### src/design/blpc_pkg.sv
package blpc_pkg;

  // Field widths of the stream beats.
  localparam int unsigned LevelW = 3;
  localparam int unsigned DutyW  = 8;
  localparam int unsigned HoldW  = 7;
  localparam int unsigned BattW  = 3;
  localparam int unsigned EventW = 2;

  localparam int unsigned InDataW  = 8;
  localparam int unsigned OutDataW = 16;

  localparam int unsigned CfgIndexW = 3;
  localparam int unsigned CfgDataW  = 8;

  // Level handling.
  localparam logic [LevelW-1:0] LevelOff = LevelW'(0);
  localparam logic [LevelW-1:0] LevelOne = LevelW'(1);
  localparam logic [LevelW-1:0] LevelTop = LevelW'(4);
  localparam logic [DutyW-1:0]  LevelStride = DutyW'(5);

  // Battery steps that earn the ceiling boost.
  localparam logic [BattW-1:0] BattBoostLo = BattW'(1);
  localparam logic [BattW-1:0] BattBoostHi = BattW'(2);

  // Register values after reset.
  localparam logic [HoldW-1:0] RstLongPressTicks  = HoldW'(100);
  localparam logic [HoldW-1:0] RstShortPressTicks = HoldW'(8);
  localparam logic [DutyW-1:0] RstStartDuty       = DutyW'(125);
  localparam logic [DutyW-1:0] RstRampStep        = DutyW'(10);
  localparam logic [DutyW-1:0] RstBaseCeiling     = DutyW'(70);
  localparam logic [DutyW-1:0] RstLongPressCeil   = DutyW'(105);
  localparam logic [DutyW-1:0] RstBatteryBoost    = DutyW'(4);
  localparam logic [DutyW-1:0] RstBoostLimit      = DutyW'(124);

  // Configuration register indexes.
  typedef enum logic [CfgIndexW-1:0] {
    CFG_LONG_PRESS_TICKS   = 3'd0,
    CFG_SHORT_PRESS_TICKS  = 3'd1,
    CFG_START_DUTY         = 3'd2,
    CFG_RAMP_STEP          = 3'd3,
    CFG_BASE_CEILING       = 3'd4,
    CFG_LONG_PRESS_CEILING = 3'd5,
    CFG_BATTERY_BOOST      = 3'd6,
    CFG_BOOST_LIMIT        = 3'd7
  } cfg_index_e;

  // Decoded button events.
  typedef enum logic [EventW-1:0] {
    EV_NONE  = 2'd0,
    EV_SHORT = 2'd1,
    EV_LONG  = 2'd2
  } press_event_e;

  // Clamp a nine-bit sum to the eight-bit duty range.
  function automatic logic [DutyW-1:0] sat8(input logic [DutyW:0] v);
    sat8 = v[DutyW] ? {DutyW{1'b1}} : v[DutyW-1:0];
  endfunction

endpackage

### src/design/button_power_level_controller.sv
// Latency: the result beat of an accepted input beat is registered and valid in the cycle after it.
// Throughput: one tick per cycle; the single output register is refilled in
// the cycle it is taken, so the input stalls only while the output stalls.
// Reset: asynchronous, active low; all tick state clears to zero, the
// configuration registers return to their defaults and no result is held.
module button_power_level_controller import blpc_pkg::*; (
  input  logic                 clk_i,
  input  logic                 rst_ni,
  // Configuration write channel.
  input  logic                 cfg_valid_i,
  output logic                 cfg_ready_o,
  input  logic [CfgIndexW-1:0] cfg_index_i,
  input  logic [CfgDataW-1:0]  cfg_data_i,
  // Input ticks.
  input  logic                 s_axis_tvalid,
  output logic                 s_axis_tready,
  // [0] key_down, [1] charger_present, [4:2] battery_step, [7:5] zero
  input  logic [InDataW-1:0]   s_axis_tdata,
  // Results.
  output logic                 m_axis_tvalid,
  input  logic                 m_axis_tready,
  // [2:0] power_level, [10:3] pwm_duty, [11] pwm_enable, [13:12] press_event,
  // [15:14] zero
  output logic [OutDataW-1:0]  m_axis_tdata
);

  // Configuration registers.
  logic [HoldW-1:0] long_ticks_q, short_ticks_q;
  logic [DutyW-1:0] start_duty_q, ramp_step_q, base_ceil_q;
  logic [DutyW-1:0] long_ceil_q, boost_q, boost_limit_q;

  // Tick state.
  logic [HoldW-1:0]  hold_q, hold_d;
  logic              latched_q, latched_d;
  logic [LevelW-1:0] level_q, level_d;
  logic [DutyW-1:0]  ceil_q, ceil_d;
  logic [DutyW-1:0]  ramp_q, ramp_d;
  logic [DutyW-1:0]  duty_q, duty_d;
  logic              running_q, running_d;
  logic              charge_q, charge_d;
  press_event_e      event_d;

  // Output register.
  logic                out_valid_q;
  logic [OutDataW-1:0] out_data_q;

  logic in_fire;
  logic key_down, charger_present;
  logic [BattW-1:0] battery_step;

  assign key_down        = s_axis_tdata[0];
  assign charger_present = s_axis_tdata[1];
  assign battery_step    = s_axis_tdata[BattW+1:2];

  assign cfg_ready_o   = 1'b1;
  assign s_axis_tready = !out_valid_q || m_axis_tready;
  assign in_fire       = s_axis_tvalid && s_axis_tready;

  // Configuration writes.
  always_ff @(posedge clk_i or negedge rst_ni) begin
    if (!rst_ni) begin
      long_ticks_q  <= RstLongPressTicks;
      short_ticks_q <= RstShortPressTicks;
      start_duty_q  <= RstStartDuty;
      ramp_step_q   <= RstRampStep;
      base_ceil_q   <= RstBaseCeiling;
      long_ceil_q   <= RstLongPressCeil;
      boost_q       <= RstBatteryBoost;
      boost_limit_q <= RstBoostLimit;
    end else if (cfg_valid_i) begin
      case (cfg_index_e'(cfg_index_i))
        CFG_LONG_PRESS_TICKS:   long_ticks_q  <= cfg_data_i[HoldW-1:0];
        CFG_SHORT_PRESS_TICKS:  short_ticks_q <= cfg_data_i[HoldW-1:0];
        CFG_START_DUTY:         start_duty_q  <= cfg_data_i;
        CFG_RAMP_STEP:          ramp_step_q   <= cfg_data_i;
        CFG_BASE_CEILING:       base_ceil_q   <= cfg_data_i;
        CFG_LONG_PRESS_CEILING: long_ceil_q   <= cfg_data_i;
        CFG_BATTERY_BOOST:      boost_q       <= cfg_data_i;
        CFG_BOOST_LIMIT:        boost_limit_q <= cfg_data_i;
        default: ;
      endcase
    end
  end

  // One tick: button decode, level change, ramp, then the charger override.
  always_comb begin
    logic [HoldW:0]    hold_inc;
    logic [DutyW-1:0]  offset;
    logic [DutyW-1:0]  lvl_ceil;
    logic [LevelW-1:0] next_level;
    logic              boost_ok;

    hold_d     = hold_q;
    latched_d  = latched_q;
    level_d    = level_q;
    ceil_d     = ceil_q;
    ramp_d     = ramp_q;
    duty_d     = duty_q;
    running_d  = running_q;
    event_d    = EV_NONE;
    hold_inc   = {1'b0, hold_q} + (HoldW+1)'(1);
    next_level = (level_q >= LevelTop) ? LevelOff : level_q + LevelW'(1);
    offset     = DutyW'(LevelStride * DutyW'(next_level - LevelW'(1)));
    lvl_ceil   = sat8({1'b0, base_ceil_q} + {1'b0, offset});
    boost_ok   = (battery_step == BattBoostLo || battery_step == BattBoostHi)
                 && (lvl_ceil < boost_limit_q);

    // Debounce; the button is ignored on the tick after a charger was seen.
    if (!charge_q) begin
      if (key_down) begin
        if (hold_inc >= {1'b0, long_ticks_q}) begin
          hold_d = long_ticks_q;
          if (!latched_q) begin
            latched_d = 1'b1;
            event_d   = EV_LONG;
          end
        end else begin
          hold_d = hold_inc[HoldW-1:0];
        end
      end else begin
        hold_d = '0;
        if (hold_q >= long_ticks_q) begin
          latched_d = 1'b0;
        end else if (hold_q >= short_ticks_q) begin
          event_d = EV_SHORT;
        end
      end
    end

    // Level changes from the decoded press.
    case (event_d)
      EV_SHORT: begin
        level_d = next_level;
        if (next_level == LevelOff) begin
          running_d = 1'b0;
        end else begin
          ceil_d = boost_ok ? sat8({1'b0, lvl_ceil} + {1'b0, boost_q}) : lvl_ceil;
          if (next_level == LevelOne) begin
            ramp_d = start_duty_q;
            duty_d = start_duty_q;
          end else begin
            duty_d = ceil_d;
          end
          running_d = 1'b1;
        end
      end
      EV_LONG: begin
        if (level_q != LevelOff) begin
          level_d   = LevelOff;
          running_d = 1'b0;
        end else begin
          level_d   = LevelOne;
          duty_d    = start_duty_q;
          ceil_d    = long_ceil_q;
          ramp_d    = start_duty_q;
          running_d = 1'b1;
        end
      end
      default: ;
    endcase

    // Soft-start ramp down toward the ceiling, floored at zero.
    if (level_d != LevelOff && ramp_d > ceil_d) begin
      ramp_d = (ramp_d > ramp_step_q) ? ramp_d - ramp_step_q : '0;
      duty_d = ramp_d;
    end

    // A charger forces the unit off.
    charge_d = charger_present;
    if (charger_present) begin
      level_d   = LevelOff;
      running_d = 1'b0;
    end
  end

  // Tick state advances on each accepted input beat.
  always_ff @(posedge clk_i or negedge rst_ni) begin
    if (!rst_ni) begin
      hold_q    <= '0;
      latched_q <= 1'b0;
      level_q   <= '0;
      ceil_q    <= '0;
      ramp_q    <= '0;
      duty_q    <= '0;
      running_q <= 1'b0;
      charge_q  <= 1'b0;
    end else if (in_fire) begin
      hold_q    <= hold_d;
      latched_q <= latched_d;
      level_q   <= level_d;
      ceil_q    <= ceil_d;
      ramp_q    <= ramp_d;
      duty_q    <= duty_d;
      running_q <= running_d;
      charge_q  <= charge_d;
    end
  end

  // Output beat valid flag.
  always_ff @(posedge clk_i or negedge rst_ni) begin
    if (!rst_ni) begin
      out_valid_q <= 1'b0;
    end else if (in_fire) begin
      out_valid_q <= 1'b1;
    end else if (m_axis_tready) begin
      out_valid_q <= 1'b0;
    end
  end

  // Output beat payload.
  always_ff @(posedge clk_i) begin
    if (in_fire) begin
      out_data_q <= {2'b00, event_d, running_d, duty_d, level_d};
    end
  end

  assign m_axis_tvalid = out_valid_q;
  assign m_axis_tdata  = out_data_q;

endmodule
### config.mk
export PLATFORM = sky130hd
export DESIGN_NAME = button_power_level_controller
export DESIGN_NICKNAME = d
export VERILOG_FILES = /design/src/design/blpc_pkg.sv /design/src/design/button_power_level_controller.sv
export SDC_FILE = /design/constraint.sdc
export NUM_CORES = 1
export LEC_CHECK = 0
export BUFFER_PORTS_ARGS = -buffer_cell sky130_fd_sc_hd__buf_2
export CAP_MARGIN = 20
export CELL_PAD_IN_SITES_DETAIL_PLACEMENT = 1
export CELL_PAD_IN_SITES_GLOBAL_PLACEMENT = 1
export CORE_MARGIN = 2
export CORE_UTILIZATION = 50
export CTS_CLUSTER_SIZE = 25
export DETAILED_ROUTE_END_ITERATION = 10
export MAX_ROUTING_LAYER = met4
export PLACE_DENSITY_LB_ADDON = 0.1
export SETUP_SLACK_MARGIN = 0.3
export SYNTH_ARGS = -nofsm -noshare
export SYNTH_HDL_FRONTEND = slang
export SYNTH_SLANG_ARGS = --single-unit
### constraint.sdc
create_clock -name clk_i -period 13.6 [get_ports clk_i]
set_input_delay 2.04 -clock clk_i [delete_from_list [all_inputs] [get_ports clk_i]]
set_output_delay 2.04 -clock clk_i [all_outputs]
set_load 0.01 [all_outputs]
==> flow_metrics.py <==
metrics = {
    "run_status": {
        "outcome": "finished clean",
    },
    "logic_synthesis": {
        "yosysUniqueCellTypes": 77,
        "synth_flop_cell": "dfrtp_1",
        "ys_ff_latch": 114,
        "synth_top_area_cell": "dfrtp_1",
        "synth_edf_count": 14,
        "ys_top_cells_by_area": "dfrtp_1 24%, ha_1 11%, mux2_2 8.5%, dfstp_2 8.3%, edfxtp_1 5.3%",
        "netlist_area_um2": 7925,
        "avgSynthCellArea_um2": 9.571,
        "ys_seq_area_share_pct": 37.28,
        "yosys_warnings": 0,
        "async_flop_share_pct": 87.72,
        "synth_top_cell_area_share_pct": 23.68,
        "synth_cells": 828,
    },
    "hold_path": {
        "min_path_type": "flip-flop to flip-flop",
    },
    "cts": {
        "cts_num_sinks": 114,
        "clkTransAtPathRegs_ns": 0.06,
        "htreeDepth": 4,
        "post_cts_resized": 0,
        "post_cts_buffers": 0,
        "cts-hold-fix-buffers": 0,
        "clk_root_buffer_cell": "clkbuf_16",
        "cts_tree": "built",
        "clock_latency_ns": 0.43,
        "clockBufferDepth": 2,
        "numCtsBuffers": 17,
    },
    "setup_path": {
        "critPathCapture": "duty_q[6]",
        "reg2reg_from": "level_q[0]",
        "slowest_delay_ns": 0.88,
        "cp-end-kind": "flip-flop",
        "rrSetupSlack_ns": 4.55,
        "path_common_cell": "ha_1",
        "critical_path.startpoint_type": "flip-flop",
        "reg2reg_to": "duty_q[6]",
        "path_class": "flip-flop to flip-flop",
        "crit_fanout": 10,
        "critPathArrivalTime_ns": 9.40,
        "crit_start": "level_q[0]",
        "crit_required_ns": 13.94,
        "crit_slowest_cell": "o31ai_1",
        "ff2ff_path_depth": 28,
    },
    "global_route": {
        "antenna_found_initial": 0,
        "grt_max_degree": 53,
        "grt_pass1_wl_mm": 38.08,
        "grt_pass1_vias": 7028,
        "grt.total_usage_pct": 30.71,
        "overflow": 0,
    },
    "detailed_routing": {
        "dr_total_vias": 6758,
        "ant_nets": 0,
        "drt_wl_total_mm": 24.12,
        "route.detailed.drc": 0,
        "via_per_inst": 6.206,
        "wire_per_inst_um": 22.15,
        "drtIter0Drc": 357,
        "drt_pass1_iterations": 4,
    },
    "die": {
        "rows": 46,
        "die_area_um2": 16870,
        "initial_core_util_pct": 50.44,
        "die_height_um": 129.9,
        "die_w_um": 129.9,
        "io_pins": 43,
        "coreArea_um2": 15710,
    },
    "power": {
        "internal-power_mw": 1.154,
        "leakage_nw": 3.974,
        "swShare_pct": 40.64,
        "ir_drop_uv": 155.7,
        "p_clk_share_pct": 25.2,
        "p_switching_mw": 0.7900,
        "p_seq_share_pct": 27.1,
        "p_per_area_nw_per_um2": 217.4,
        "p_comb_share_pct": 47.7,
    },
    "sta": {
        "fin_skew_ns": 0.008130,
        "drv_slew": 0,
        "rsz0062_at_grt": "no",
        "finalCriticalPeriod_ns": 9.055,
        "max_freq_ghz": 0.1104,
        "hold_viol_final": 0,
        "timing.hold.ws_ns": 0.5052,
        "post-route-period-util_pct": 66.58,
        "totalNegativeSetupSlack_ns": 0,
        "worst_pin_slew_ns": 1.078,
        "setup_viol": 0,
        "relSlewSlack_pct": 27.52,
    },
    "layout": {
        "fillCellCount": 1791,
        "syn2layout_area_growth_pct": 12.82,
        "antenna_cells": 0,
        "final_nets": 958,
        "drive_gt1_share_pct": 20.85,
    },
    "place": {
        "portBuffers": 36,
        "hpwl_mm": 16.91,
        "gp_congestion": 0.8745,
    },
    "run": {
        "drv_cap": 0,
    },
}
[area by class of cell]
cell class / instances / area (um2) / share of cell area, %
flip-flops and latches: 114 / 2954 / 33.04
clock buffers: 20 / 446.7 / 4.996
multi-input cells: 621 / 4604 / 51.50
clock inverters: 12 / 186.4 / 2.085
repair buffers: 45 / 250.2 / 2.799
inverters: 61 / 229.0 / 2.561
well taps: 216 / 270.3 / 3.023
[synthesized netlist by cell type, drive strengths merged (7+ instances only)]
master / count
nand2: 68
buf: 12
a31oi: 23
mux2: 61
a211oi: 11
xnor2: 12
a21oi: 34
nand4: 8
edfxtp: 14
nand3: 14
mux2i: 13
a22oi: 10
a21o: 12
clkbuf: 21
o21a: 9
nand2b: 11
ha: 70
nor2b: 9
nor2: 53
a22o: 12
o21ai: 79
dfrtp: 75
nor3: 9
o2bb2ai: 7
dfstp: 25
inv: 60
[power groups by stage]
stage | clock [mW] | sequential [mW] | combinational [mW]
finish | 0.491 | 0.526 | 0.927
global route | 0.506 | 0.537 | 1.02
CTS | 0.494 | 0.524 | 0.918
detailed placement | 0 | 0.527 | 0.891
global placement | 0 | 0.521 | 0.827
floorplan | 0 | 0.505 | 0.657
[sequential cells by signal, summed over array words and instances (netlist names)]
signal         count
base_ceil_q        8
latched_q          1
running_q          1
m_axis_tdata      14
duty_q             8
charge_q           1
m_axis_tvalid      1
ceil_q             8
ramp_step_q        8
ramp_q             8
short_ticks_q      7
long_ticks_q       7
long_ceil_q        8
boost_q            8
level_q            3
hold_q             7
boost_limit_q      8
start_duty_q       8
[placed cells by master, fill, tap and decap left out, types with 6 or more instances in the layout]
cell	netlist	final
nor2b_1	9	9
edfxtp_1	14	14
o21ai_1	17	17
mux2i_1	13	13
nand4_1	8	8
dfrtp_1	75	75
a22o_1	12	12
o22ai_1	6	6
a22oi_1	10	10
a211oi_1	10	10
a31oi_1	23	23
buf_2	5	35
a21oi_1	34	34
mux2_2	60	60
nand2_1	68	68
nor2_1	53	53
buf_4	3	9
clkbuf_16	0	17
nand3_1	14	14
dfstp_2	25	25
o211ai_1	6	6
o31a_1	6	6
nor3_1	8	8
ha_1	70	70
o2bb2ai_1	6	6
nand2b_1	11	11
o21a_1	9	9
inv_1	60	59
xnor2_1	12	12
o21ai_0	60	60
a21o_1	10	10
[worst max-delay path: cells and delay by family, from the launching register on]
family / cells / cell delay, ns
adders and majority gates: 6 / 2.07
buffers and inverters: 2 / 0.26
and+or+nand+nor: 3 / 0.81
DFF: 1 / 0.43
AOI/OAI and AO/OA: 15 / 4.80
xor gates and xnor gates: 1 / 0.13
muxes: 1 / 0.45
[through the flow]
stage | total power, mW | instance area (um2) | cells | utilization (%) | setup slack (ns)
6_report | 1.944 | 8941 | 1089 | 56.90 | 4.545
5_1_grt | 2.067 | 8941 | 1089 | 56.90 | 4.091
4_1_cts | 1.936 | 8934 | 1088 | 56.86 | 4.618
3_5_place_dp | 1.419 | 8300 | 1056 | 52.83 | 4.888
3_3_place_gp | 1.348 | 8300 | 1056 | 52.83 | 5.232
2_1_floorplan | 1.162 | 7929 | 829 | - | 6.567
[routing by layer]
| layer | up-vias | part of all wire [%] | GRT usage (%) |
|---|---|---|---|
| met5 | - | 0 | - |
| met4 | 0 | 2.7 | 10.56 |
| met3 | 51 | 3.4 | 5.576 |
| met2 | 161 | 50 | 51.49 |
| met1 | 3443 | 43 | 37.41 |
| li1 | 3103 | - | - |
[cells by family after synthesis]
group,after synthesis,share of synthesized area [%]
adders and majority gates,74,12.06
AOI/OAI and AO/OA,250,21.38
buffers and inverters,94,4.673
DFF,114,37.27
xor gates and xnor gates,16,1.768
muxes,74,10.36
other,2,0.09476
and+or+nand+nor,204,12.39
[how the worst min path moves through the flow]
| stage | endpoint | cells after the start | from | slack [ns] |
|---|---|---|---|---|
| 2_1_floorplan | running_q | 2 | running_q | 0.45 |
| 3_3_place_gp | running_q | 2 | running_q | 0.47 |
| 3_5_place_dp | running_q | 2 | running_q | 0.49 |
| 4_1_cts | running_q | 2 | running_q | 0.50 |
| 5_1_grt | ramp_step_q[2] | 1 | ramp_step_q[2] | 0.53 |
| 6_report | running_q | 2 | running_q | 0.51 |
No activity file was read; power rests on OpenSTA's default activity.
